===== src/hdl/ase_pkg.sv =====
// Shared widths, constants and controller/datapath types of the atanh series evaluator.
package ase_pkg;

  localparam int X_W           = 32;
  localparam int TOL_W         = 31;
  localparam int SUM_W         = 36;
  localparam int COUNT_W       = 11;
  localparam int STEP_W        = $clog2(X_W);
  localparam int FRAC_BITS_DEF = 30;
  localparam int MAX_TERMS_DEF = 1024;

  localparam logic [TOL_W-1:0]   TOL_RESET   = TOL_W'(1074);
  localparam logic [SUM_W-1:0]   SUM_MAG_MAX = {1'b0, {(SUM_W-1){1'b1}}};
  localparam logic [COUNT_W-1:0] COUNT_MAX   = {COUNT_W{1'b1}};

  typedef enum logic [2:0] {
    OP_NONE,
    OP_LOAD,
    OP_MUL1,
    OP_MUL2,
    OP_DIV_INIT,
    OP_DIV_STEP,
    OP_ACC,
    OP_OUT
  } op_e;

  typedef struct packed {
    op_e op;
  } cmd_t;

  typedef struct packed {
    logic oor;
    logic term_ge_tol;
    logic at_max;
  } sts_t;

endpackage


===== src/hdl/ase_in_if.sv =====
// Request channel carrying one fixed-point argument.
interface ase_in_if;
  logic                            valid;
  logic                            ready;
  logic signed [ase_pkg::X_W-1:0]  x_value;

  modport source (output valid, output x_value, input ready);
  modport sink (input valid, input x_value, output ready);
endinterface


===== src/hdl/ase_out_if.sv =====
// Result channel carrying the series sum, term count and flags.
interface ase_out_if;
  logic                                valid;
  logic                                ready;
  logic signed [ase_pkg::SUM_W-1:0]    series_sum;
  logic        [ase_pkg::COUNT_W-1:0]  term_count;
  logic                                out_of_range;
  logic                                limit_hit;

  modport source (output valid, output series_sum, output term_count,
                  output out_of_range, output limit_hit, input ready);
  modport sink (input valid, input series_sum, input term_count,
                input out_of_range, input limit_hit, output ready);
endinterface


===== src/hdl/ase_dpath.sv =====
// Datapath: power multiplier, serial divider, accumulator and result registers.
module ase_dpath #(
  parameter int FRAC_BITS = ase_pkg::FRAC_BITS_DEF,
  parameter int MAX_TERMS = ase_pkg::MAX_TERMS_DEF
) (
  input  logic                                clk_i,
  input  logic                                rst_ni,
  input  logic signed [ase_pkg::X_W-1:0]      x_value_i,
  input  logic                                cfg_we_i,
  input  logic        [ase_pkg::TOL_W-1:0]    cfg_data_i,
  input  ase_pkg::cmd_t                       cmd_i,
  output ase_pkg::sts_t                       sts_o,
  output logic signed [ase_pkg::SUM_W-1:0]    series_sum_o,
  output logic        [ase_pkg::COUNT_W-1:0]  term_count_o,
  output logic                                out_of_range_o,
  output logic                                limit_hit_o
);

  localparam int XW    = ase_pkg::X_W;
  localparam int NW    = $clog2(MAX_TERMS + 1);
  localparam int DW    = NW + 1;
  localparam int ACC_W = XW + $clog2(MAX_TERMS + 2);
  localparam int CW    = (NW > ase_pkg::COUNT_W) ? NW : ase_pkg::COUNT_W;

  logic [ase_pkg::TOL_W-1:0] tol_q;
  logic [XW-1:0]             mag_q;
  logic [XW-1:0]             pw_q;
  logic [2*XW-1:0]           prod_q;
  logic [XW-1:0]             quo_q;
  logic [DW-1:0]             rem_q;
  logic [DW-1:0]             div_q;
  logic [ACC_W-1:0]          acc_q;
  logic [NW-1:0]             n_q;
  logic                      neg_q;
  logic                      oor_q;
  logic                      lim_q;

  logic [XW-1:0]             x_u;
  logic [XW-1:0]             mag_in;
  logic [XW-1:0]             pw_shift;
  logic [XW-1:0]             mul_a;
  logic [2*XW-1:0]           mul_res;
  logic [DW:0]               trial;
  logic                      trial_ge;
  logic [ase_pkg::SUM_W-1:0] sat_mag;
  logic [ase_pkg::SUM_W-1:0] signed_sum;
  logic [CW-1:0]             n_ext;

  assign x_u      = x_value_i;
  assign mag_in   = x_u[XW-1] ? (~x_u + XW'(1)) : x_u;
  assign pw_shift = XW'(prod_q >> FRAC_BITS);
  assign mul_a    = (cmd_i.op == ase_pkg::OP_MUL1) ? pw_q : pw_shift;
  assign mul_res  = mul_a * mag_q;
  assign trial    = {rem_q, quo_q[XW-1]};
  assign trial_ge = trial >= {1'b0, div_q};

  assign sat_mag    = (acc_q > ACC_W'(ase_pkg::SUM_MAG_MAX)) ? ase_pkg::SUM_MAG_MAX
                                                              : ase_pkg::SUM_W'(acc_q);
  assign signed_sum = neg_q ? (~sat_mag + ase_pkg::SUM_W'(1)) : sat_mag;
  assign n_ext      = CW'(n_q);

  assign sts_o.oor         = oor_q;
  assign sts_o.term_ge_tol = quo_q >= {1'b0, tol_q};
  assign sts_o.at_max      = n_q == NW'(MAX_TERMS);

  always_ff @(posedge clk_i or negedge rst_ni) begin
    if (!rst_ni) begin
      tol_q <= ase_pkg::TOL_RESET;
    end else if (cfg_we_i) begin
      tol_q <= cfg_data_i;
    end
  end

  always_ff @(posedge clk_i) begin
    case (cmd_i.op)
      ase_pkg::OP_LOAD: begin
        neg_q <= x_u[XW-1];
        mag_q <= mag_in;
        pw_q  <= mag_in;
        acc_q <= ACC_W'(mag_in);
        n_q   <= '0;
        lim_q <= 1'b0;
        oor_q <= (mag_in >> FRAC_BITS) != '0;
      end
      ase_pkg::OP_MUL1: begin
        n_q    <= n_q + NW'(1);
        prod_q <= mul_res;
      end
      ase_pkg::OP_MUL2: begin
        prod_q <= mul_res;
      end
      ase_pkg::OP_DIV_INIT: begin
        pw_q  <= pw_shift;
        quo_q <= pw_shift;
        rem_q <= '0;
        div_q <= {n_q, 1'b1};
      end
      ase_pkg::OP_DIV_STEP: begin
        rem_q <= trial_ge ? DW'(trial - {1'b0, div_q}) : DW'(trial);
        quo_q <= {quo_q[XW-2:0], trial_ge};
      end
      ase_pkg::OP_ACC: begin
        acc_q <= acc_q + ACC_W'(quo_q);
        lim_q <= sts_o.term_ge_tol;
      end
      ase_pkg::OP_OUT: begin
        series_sum_o   <= oor_q ? '0 : signed_sum;
        term_count_o   <= (n_ext > CW'(ase_pkg::COUNT_MAX)) ? ase_pkg::COUNT_MAX
                                                            : ase_pkg::COUNT_W'(n_ext);
        out_of_range_o <= oor_q;
        limit_hit_o    <= lim_q;
      end
      default: begin
      end
    endcase
  end

`ifndef NO_ASSERTIONS
  a_rem_below_div: assert property (@(posedge clk_i) disable iff (!rst_ni)
    (cmd_i.op == ase_pkg::OP_ACC) |-> (rem_q < div_q))
    else $error("Division remainder is not below the divisor.");

  a_count_bounded: assert property (@(posedge clk_i) disable iff (!rst_ni)
    (cmd_i.op == ase_pkg::OP_MUL1) |-> (n_q < NW'(MAX_TERMS)))
    else $error("Term count would pass its limit.");

  a_oor_no_terms: assert property (@(posedge clk_i) disable iff (!rst_ni)
    (cmd_i.op == ase_pkg::OP_OUT && oor_q) |-> (n_q == '0))
    else $error("Out-of-range request added series terms.");
`endif

endmodule


===== src/hdl/ase_ctrl.sv =====
// Controller: sequences load, the per-term multiply/divide/accumulate loop and output.
module ase_ctrl (
  input  logic           clk_i,
  input  logic           rst_ni,
  input  logic           in_valid_i,
  output logic           in_ready_o,
  output logic           out_valid_o,
  input  logic           out_ready_i,
  input  ase_pkg::sts_t  sts_i,
  output ase_pkg::cmd_t  cmd_o
);

  localparam logic [2:0] S_IDLE  = 3'd0;
  localparam logic [2:0] S_CHK   = 3'd1;
  localparam logic [2:0] S_MUL1  = 3'd2;
  localparam logic [2:0] S_MUL2  = 3'd3;
  localparam logic [2:0] S_DINIT = 3'd4;
  localparam logic [2:0] S_DIV   = 3'd5;
  localparam logic [2:0] S_ACC   = 3'd6;
  localparam logic [2:0] S_FIN   = 3'd7;

  localparam logic [ase_pkg::STEP_W-1:0] STEP_LAST = ase_pkg::STEP_W'(ase_pkg::X_W - 1);

  logic [2:0]                  state_q, state_d;
  logic [ase_pkg::STEP_W-1:0]  step_q, step_d;
  logic                        out_valid_q, out_valid_d;
  logic                        out_free;

  assign in_ready_o  = state_q == S_IDLE;
  assign out_valid_o = out_valid_q;
  assign out_free    = !out_valid_q || out_ready_i;

  always_comb begin
    state_d     = state_q;
    step_d      = step_q;
    out_valid_d = out_valid_q && !out_ready_i;
    cmd_o.op    = ase_pkg::OP_NONE;
    unique case (state_q)
      S_IDLE: begin
        if (in_valid_i) begin
          cmd_o.op = ase_pkg::OP_LOAD;
          state_d  = S_CHK;
        end
      end
      S_CHK: begin
        state_d = sts_i.oor ? S_FIN : S_MUL1;
      end
      S_MUL1: begin
        cmd_o.op = ase_pkg::OP_MUL1;
        state_d  = S_MUL2;
      end
      S_MUL2: begin
        cmd_o.op = ase_pkg::OP_MUL2;
        state_d  = S_DINIT;
      end
      S_DINIT: begin
        cmd_o.op = ase_pkg::OP_DIV_INIT;
        step_d   = '0;
        state_d  = S_DIV;
      end
      S_DIV: begin
        cmd_o.op = ase_pkg::OP_DIV_STEP;
        step_d   = step_q + ase_pkg::STEP_W'(1);
        if (step_q == STEP_LAST) begin
          state_d = S_ACC;
        end
      end
      S_ACC: begin
        cmd_o.op = ase_pkg::OP_ACC;
        state_d  = (sts_i.term_ge_tol && !sts_i.at_max) ? S_MUL1 : S_FIN;
      end
      S_FIN: begin
        if (out_free) begin
          cmd_o.op    = ase_pkg::OP_OUT;
          out_valid_d = 1'b1;
          state_d     = S_IDLE;
        end
      end
      default: begin
        state_d = S_IDLE;
      end
    endcase
  end

  always_ff @(posedge clk_i or negedge rst_ni) begin
    if (!rst_ni) begin
      state_q     <= S_IDLE;
      step_q      <= '0;
      out_valid_q <= 1'b0;
    end else begin
      state_q     <= state_d;
      step_q      <= step_d;
      out_valid_q <= out_valid_d;
    end
  end

`ifndef NO_ASSERTIONS
  a_div_leaves: assert property (@(posedge clk_i) disable iff (!rst_ni)
    (state_q == S_DIV && step_q == STEP_LAST) |=> (state_q == S_ACC))
    else $error("Divider did not finish after the last step.");

  a_chk_after_accept: assert property (@(posedge clk_i) disable iff (!rst_ni)
    (state_q == S_CHK) |-> $past(in_valid_i && in_ready_o))
    else $error("Range check entered without an accepted request.");

  a_fin_publishes: assert property (@(posedge clk_i) disable iff (!rst_ni)
    (state_q == S_FIN && !out_valid_q) |=> (out_valid_q && state_q == S_IDLE))
    else $error("Finished result was not published to a free output.");
`endif

endmodule


===== src/hdl/atanh_series_evaluator_top.sv =====
// Top level of the atanh series evaluator: controller, datapath and channel wiring.
//
//   Channel  Direction  Contents
//   in_req   sink       x_value (signed, FRAC_BITS fraction bits)
//   out_rsp  source     series_sum, term_count, out_of_range, limit_hit
//   cfg      write      tolerance (cfg_we_i, cfg_data_i)
//
// A request passes through load and range check, then through each term
// (two registered multiplies, divider setup, 32 one-bit restoring divide steps
// and the accumulate), then through the write of the output register.
// The serial divider is 32 bits wide; an out-of-range argument skips the term
// loop and goes to the output write. A new request is taken while a result waits.
// Reset is asynchronous, active low, and sets the tolerance to 1074.
module atanh_series_evaluator_top #(
  parameter int FRAC_BITS = ase_pkg::FRAC_BITS_DEF,
  parameter int MAX_TERMS = ase_pkg::MAX_TERMS_DEF
) (
  input  logic                              clk_i,
  input  logic                              rst_ni,
  ase_in_if.sink                            in_req,
  ase_out_if.source                         out_rsp,
  input  logic                              cfg_we_i,
  input  logic [ase_pkg::TOL_W-1:0]         cfg_data_i
);

  ase_pkg::cmd_t cmd;
  ase_pkg::sts_t sts;

  ase_ctrl u_ctrl (
    .clk_i       (clk_i),
    .rst_ni      (rst_ni),
    .in_valid_i  (in_req.valid),
    .in_ready_o  (in_req.ready),
    .out_valid_o (out_rsp.valid),
    .out_ready_i (out_rsp.ready),
    .sts_i       (sts),
    .cmd_o       (cmd)
  );

  ase_dpath #(
    .FRAC_BITS (FRAC_BITS),
    .MAX_TERMS (MAX_TERMS)
  ) u_dpath (
    .clk_i          (clk_i),
    .rst_ni         (rst_ni),
    .x_value_i      (in_req.x_value),
    .cfg_we_i       (cfg_we_i),
    .cfg_data_i     (cfg_data_i),
    .cmd_i          (cmd),
    .sts_o          (sts),
    .series_sum_o   (out_rsp.series_sum),
    .term_count_o   (out_rsp.term_count),
    .out_of_range_o (out_rsp.out_of_range),
    .limit_hit_o    (out_rsp.limit_hit)
  );

endmodule

===== src/flat_wrapper.sv =====
// flat-port wrapper written by rule: the top's interface ports become plain ports
module atanh_series_evaluator_top_flat 
#(
  parameter int FRAC_BITS = ase_pkg::FRAC_BITS_DEF,
  parameter int MAX_TERMS = ase_pkg::MAX_TERMS_DEF
)
  (clk_i, rst_ni, cfg_we_i, cfg_data_i, in_req_valid, in_req_x_value, in_req_ready, out_rsp_valid, out_rsp_series_sum, out_rsp_term_count, out_rsp_out_of_range, out_rsp_limit_hit, out_rsp_ready);
  ase_in_if in_req_i ();
  ase_out_if out_rsp_i ();
  input  logic clk_i;
  input  logic rst_ni;
  input  logic cfg_we_i;
  input  logic [ase_pkg::TOL_W-1:0] cfg_data_i;
  input wire logic [$bits(in_req_i.valid)-1:0] in_req_valid;
  input wire logic [$bits(in_req_i.x_value)-1:0] in_req_x_value;
  output wire logic [$bits(in_req_i.ready)-1:0] in_req_ready;
  output wire logic [$bits(out_rsp_i.valid)-1:0] out_rsp_valid;
  output wire logic [$bits(out_rsp_i.series_sum)-1:0] out_rsp_series_sum;
  output wire logic [$bits(out_rsp_i.term_count)-1:0] out_rsp_term_count;
  output wire logic [$bits(out_rsp_i.out_of_range)-1:0] out_rsp_out_of_range;
  output wire logic [$bits(out_rsp_i.limit_hit)-1:0] out_rsp_limit_hit;
  input wire logic [$bits(out_rsp_i.ready)-1:0] out_rsp_ready;
  assign in_req_i.valid = in_req_valid;
  assign in_req_i.x_value = in_req_x_value;
  assign in_req_ready = in_req_i.ready;
  assign out_rsp_valid = out_rsp_i.valid;
  assign out_rsp_series_sum = out_rsp_i.series_sum;
  assign out_rsp_term_count = out_rsp_i.term_count;
  assign out_rsp_out_of_range = out_rsp_i.out_of_range;
  assign out_rsp_limit_hit = out_rsp_i.limit_hit;
  assign out_rsp_i.ready = out_rsp_ready;
  atanh_series_evaluator_top #(.FRAC_BITS(FRAC_BITS), .MAX_TERMS(MAX_TERMS)) u_core (.clk_i(clk_i), .rst_ni(rst_ni), .in_req(in_req_i), .out_rsp(out_rsp_i), .cfg_we_i(cfg_we_i), .cfg_data_i(cfg_data_i));
endmodule

===== config.mk =====
export PLATFORM = sky130hd
export DESIGN_NAME = atanh_series_evaluator_top_flat
export DESIGN_NICKNAME = d
export VERILOG_FILES = /design/src/hdl/ase_pkg.sv /design/src/hdl/ase_in_if.sv /design/src/hdl/ase_out_if.sv /design/src/hdl/ase_dpath.sv /design/src/hdl/ase_ctrl.sv /design/src/hdl/atanh_series_evaluator_top.sv /design/src/flat_wrapper.sv
export SDC_FILE = /design/constraint.sdc
export NUM_CORES = 2
export LEC_CHECK = 0
export BUFFER_PORTS_ARGS = -buffer_cell sky130_fd_sc_hd__buf_4
export CELL_PAD_IN_SITES_DETAIL_PLACEMENT = 1
export CELL_PAD_IN_SITES_GLOBAL_PLACEMENT = 1
export CORE_ASPECT_RATIO = 2
export CORE_UTILIZATION = 56
export DETAILED_ROUTE_END_ITERATION = 16
export PLACE_DENSITY_LB_ADDON = 0.1
export SETUP_SLACK_MARGIN = 0.2
export SLEW_MARGIN = 15
export SYNTH_ARGS = -nofsm -noshare
export SYNTH_HDL_FRONTEND = slang
export SYNTH_HIERARCHICAL = 1
export SYNTH_SLANG_ARGS = --single-unit

===== constraint.sdc =====
create_clock -name clk_i -period 20.8 [get_ports clk_i]
set_clock_uncertainty 0.1 [all_clocks]
set_input_delay 4.16 -clock clk_i [delete_from_list [all_inputs] [get_ports clk_i]]
set_output_delay 4.16 -clock clk_i [all_outputs]
set_load 0.02 [all_outputs]

==> flow_summary.json <==
{
  "run_status": "completed",
  "grt_max_degree": 62,
  "dr.pass1.iters": 7,
  "clockBufferDepth": 3,
  "insertion_delay_ps": 600,
  "fin_tns_setup_ps": 0,
  "drive_above_1_share_pct": 6.42,
  "rsz0062_at_grt": "false",
  "path_class": "in2reg",
  "cp.arrival_ps": 14820,
  "start_kind": "primary input",
  "antenna_found_initial": 10,
  "netlist_area_mm2": 0.0486,
  "crit_top_cell": "fa_1",
  "yosysMostFrequentCell": "inv_1",
  "r2r-start": "u_core/u_ctrl/state_q[1]$_DFFE_PN0P_",
  "period_share_pct": 70.0,
  "die_x_um": 210,
  "crit_slowest_cell": "nand2_2",
  "cts.clk_slew.worst_paths_ps": 80,
  "r2r_setup_slack_ps": 8990,
  "drv_slew": 0,
  "fillers": 9793,
  "post-cts-setup-buffers": 0,
  "synth_area_leaders": "fa_1 (37%), edfxtp_1 (16%), ha_1 (8.4%)",
  "clock.fmax_ghz": 0.0687,
  "setup_viol": 0,
  "synthToLayoutAreaGrowth_pct": 5.85,
  "synthDistinctLibCells": 78,
  "holdPathStages": 0,
  "synth_seq_cells": 297,
  "fin_util_pct": 59.9,
  "hold_class": "reg2reg",
  "cts-resized-gates": 0,
  "synth_common_cells": "inv_1 (974), fa_1 (896), nand2_1 (669)",
  "min_period_ps": 14560,
  "drv_cap": 0,
  "ant_nets": 0,
  "clockRootBuffer": "clkbuf_16",
  "vias": 38489,
  "dieArea_mm2": 0.0881,
  "place_hpwl_mm": 135,
  "crit_path_max_fanout": 43,
  "r2r_cells": 28,
  "drc": 0,
  "nets": 6349,
  "gp_congestion": 0.978,
  "reg2reg_to": "u_core/u_dpath/prod_q[60]$_DFFE_PP_",
  "wl_per_cell_um": 29.3,
  "routed_wl_mm": 183,
  "whs_ps": 346,
  "rows": 152,
  "max_slew_margin_pct": 5.47,
  "grt_first_pass_wirelength_mm": 272,
  "grt_usage_pct": 43.2,
  "syn_area_per_cell_um2": 9.52,
  "yosys_most_used_dff": "edfxtp_1",
  "synth_warnings": 6,
  "worst_slew_pin_slew_ps": 1400,
  "cp_data_required_time_ps": 21060,
  "pin_count": 119,
  "drtIter0Drc": 2617,
  "worstHoldStart": "u_core/u_dpath/lim_q$_DFFE_PP_",
  "dieHeight_um": 419,
  "grt_pass1_vias": 45036,
  "htree_num_levels": 1,
  "vias_per_cell": 6.16,
  "worst_setup_path_end_kind": "flip-flop",
  "core_mm2": 0.0860,
  "final_hold_viol_count": 0,
  "critPathMaxStageDelay_ps": 830,
  "clkSinkCount": 297,
  "synth_edf_count": 257,
  "synth-seq-area-share_pct": 17.9,
  "cts_tree": "built",
  "fin_area_mm2": 0.0515,
  "start_util_pct": 56.6,
  "synth_cells": 5109,
  "overflow": 0,
  "io_buffer_count": 118,
  "cts_hold_buf": 0,
  "syn-num-nets": 6399,
  "synth_top_area_share_pct": 36.9,
  "whs_endpoint": "u_core/u_dpath/limit_hit_o$_DFFE_PN_",
  "dpl_cell_area_mm2": 0.0505,
  "synth-async-reset-ratio_pct": 13.5,
  "numCtsBuffers": 26,
  "synth_top_area_cell": "fa_1"
}
[worst max path at each step]
stage                   from  cells past startpoint                                   to  slack [ps]
2_1_floorplan  out_rsp_ready                     36  u_core/u_dpath/prod_q[60]$_DFFE_PP_        8160
3_3_place_gp   out_rsp_ready                     29  u_core/u_dpath/prod_q[60]$_DFFE_PP_        6030
3_5_place_dp   out_rsp_ready                     29  u_core/u_dpath/prod_q[60]$_DFFE_PP_        5950
4_1_cts        out_rsp_ready                     35  u_core/u_dpath/prod_q[60]$_DFFE_PP_        6550
5_1_grt        out_rsp_ready                     29  u_core/u_dpath/prod_q[60]$_DFFE_PP_        5840
6_report       out_rsp_ready                     29  u_core/u_dpath/prod_q[60]$_DFFE_PP_        6240
[kinds of logic (layout without fill, tap and decap cells)]
kind of cell             Yosys count  in the layout  synth area share, %
AO/OA/AOI/OAI                    474            474                 6.21
XOR/XNOR                         130            130                 2.34
adder cells (fa/ha/maj)         1222           1222                 45.3
buffers and inverters           1247           1217                 9.67
flip-flops                       297            297                 17.9
multiplexers                      58             58                 1.32
other                              0             11                    0
AND/OR/NAND/NOR                 1681           1681                 17.2
[worst max-delay path, delay by kind of cell]
kind,cells,cell delay (ps)
fa+ha+maj,9,4650
xor+xnor,1,160
compound gates,7,2870
buf+inv,3,640
simple gates,9,2250
[stage by stage]
stage	setup WS [ps]	instances
finish	6240	6245
global placement	6030	6186
global route	5840	6235
CTS	6550	6234
floorplan	8160	5109
detailed placement	5950	6186
[area by class of cell]
class	count	area (um^2)	share of cell area, %
clock inverter	21	256	0.498
timing repair buffer	195	1460	2.84
multi-input combinational	3565	35200	68.5
clock buffer	27	654	1.27
sequential	297	8720	17.0
antenna	11	27.5	0.0535
tap	1155	1450	2.81
inverter	974	3660	7.10
[layout by cell type (no fill, tap or decap), types with 89 or more instances in the layout]
| cell type | n |
|---|---|
| fa_1 | 896 |
| nor2_1 | 185 |
| xnor2_1 | 89 |
| nand2_1 | 665 |
| ha_1 | 326 |
| buf_4 | 195 |
| inv_1 | 974 |
| a21oi_1 | 149 |
| edfxtp_1 | 257 |
| o21ai_0 | 99 |
| and2_1 | 590 |
[registers in the layout, summed over array words and instances, names as in the netlist, 3 cells and up]
name and flops:
u_core/u_dpath/rem_q 12, u_core/u_dpath/term_count_o 11, u_core/u_dpath/div_q 11, u_core/u_ctrl/step_q 5, u_core/u_ctrl/state_q 3, u_core/u_dpath/acc_q 43, u_core/u_dpath/n_ext 11, u_core/u_dpath/tol_q 31
u_core/u_dpath/pw_q 32, u_core/u_dpath/quo_q 32, u_core/u_dpath/prod_q 32, u_core/u_dpath/series_sum_o 36, u_core/u_dpath/mag_q 32
[per-layer routing]
| metal | up-vias | global-route usage [%] | wire (um) |
|---|---|---|---|
| met5 | - | 0 | 15 |
| met3 | 1099 | 8.05 | 12000 |
| met1 | 19789 | 39.0 | 52400 |
| met2 | 2015 | 77.3 | 95800 |
| li1 | 15584 | - | - |
| met4 | 2 | 45.6 | 22900 |
Power is not shown: default switching activity piles up to over one toggle a cycle in this logic, so the estimate is an artifact.
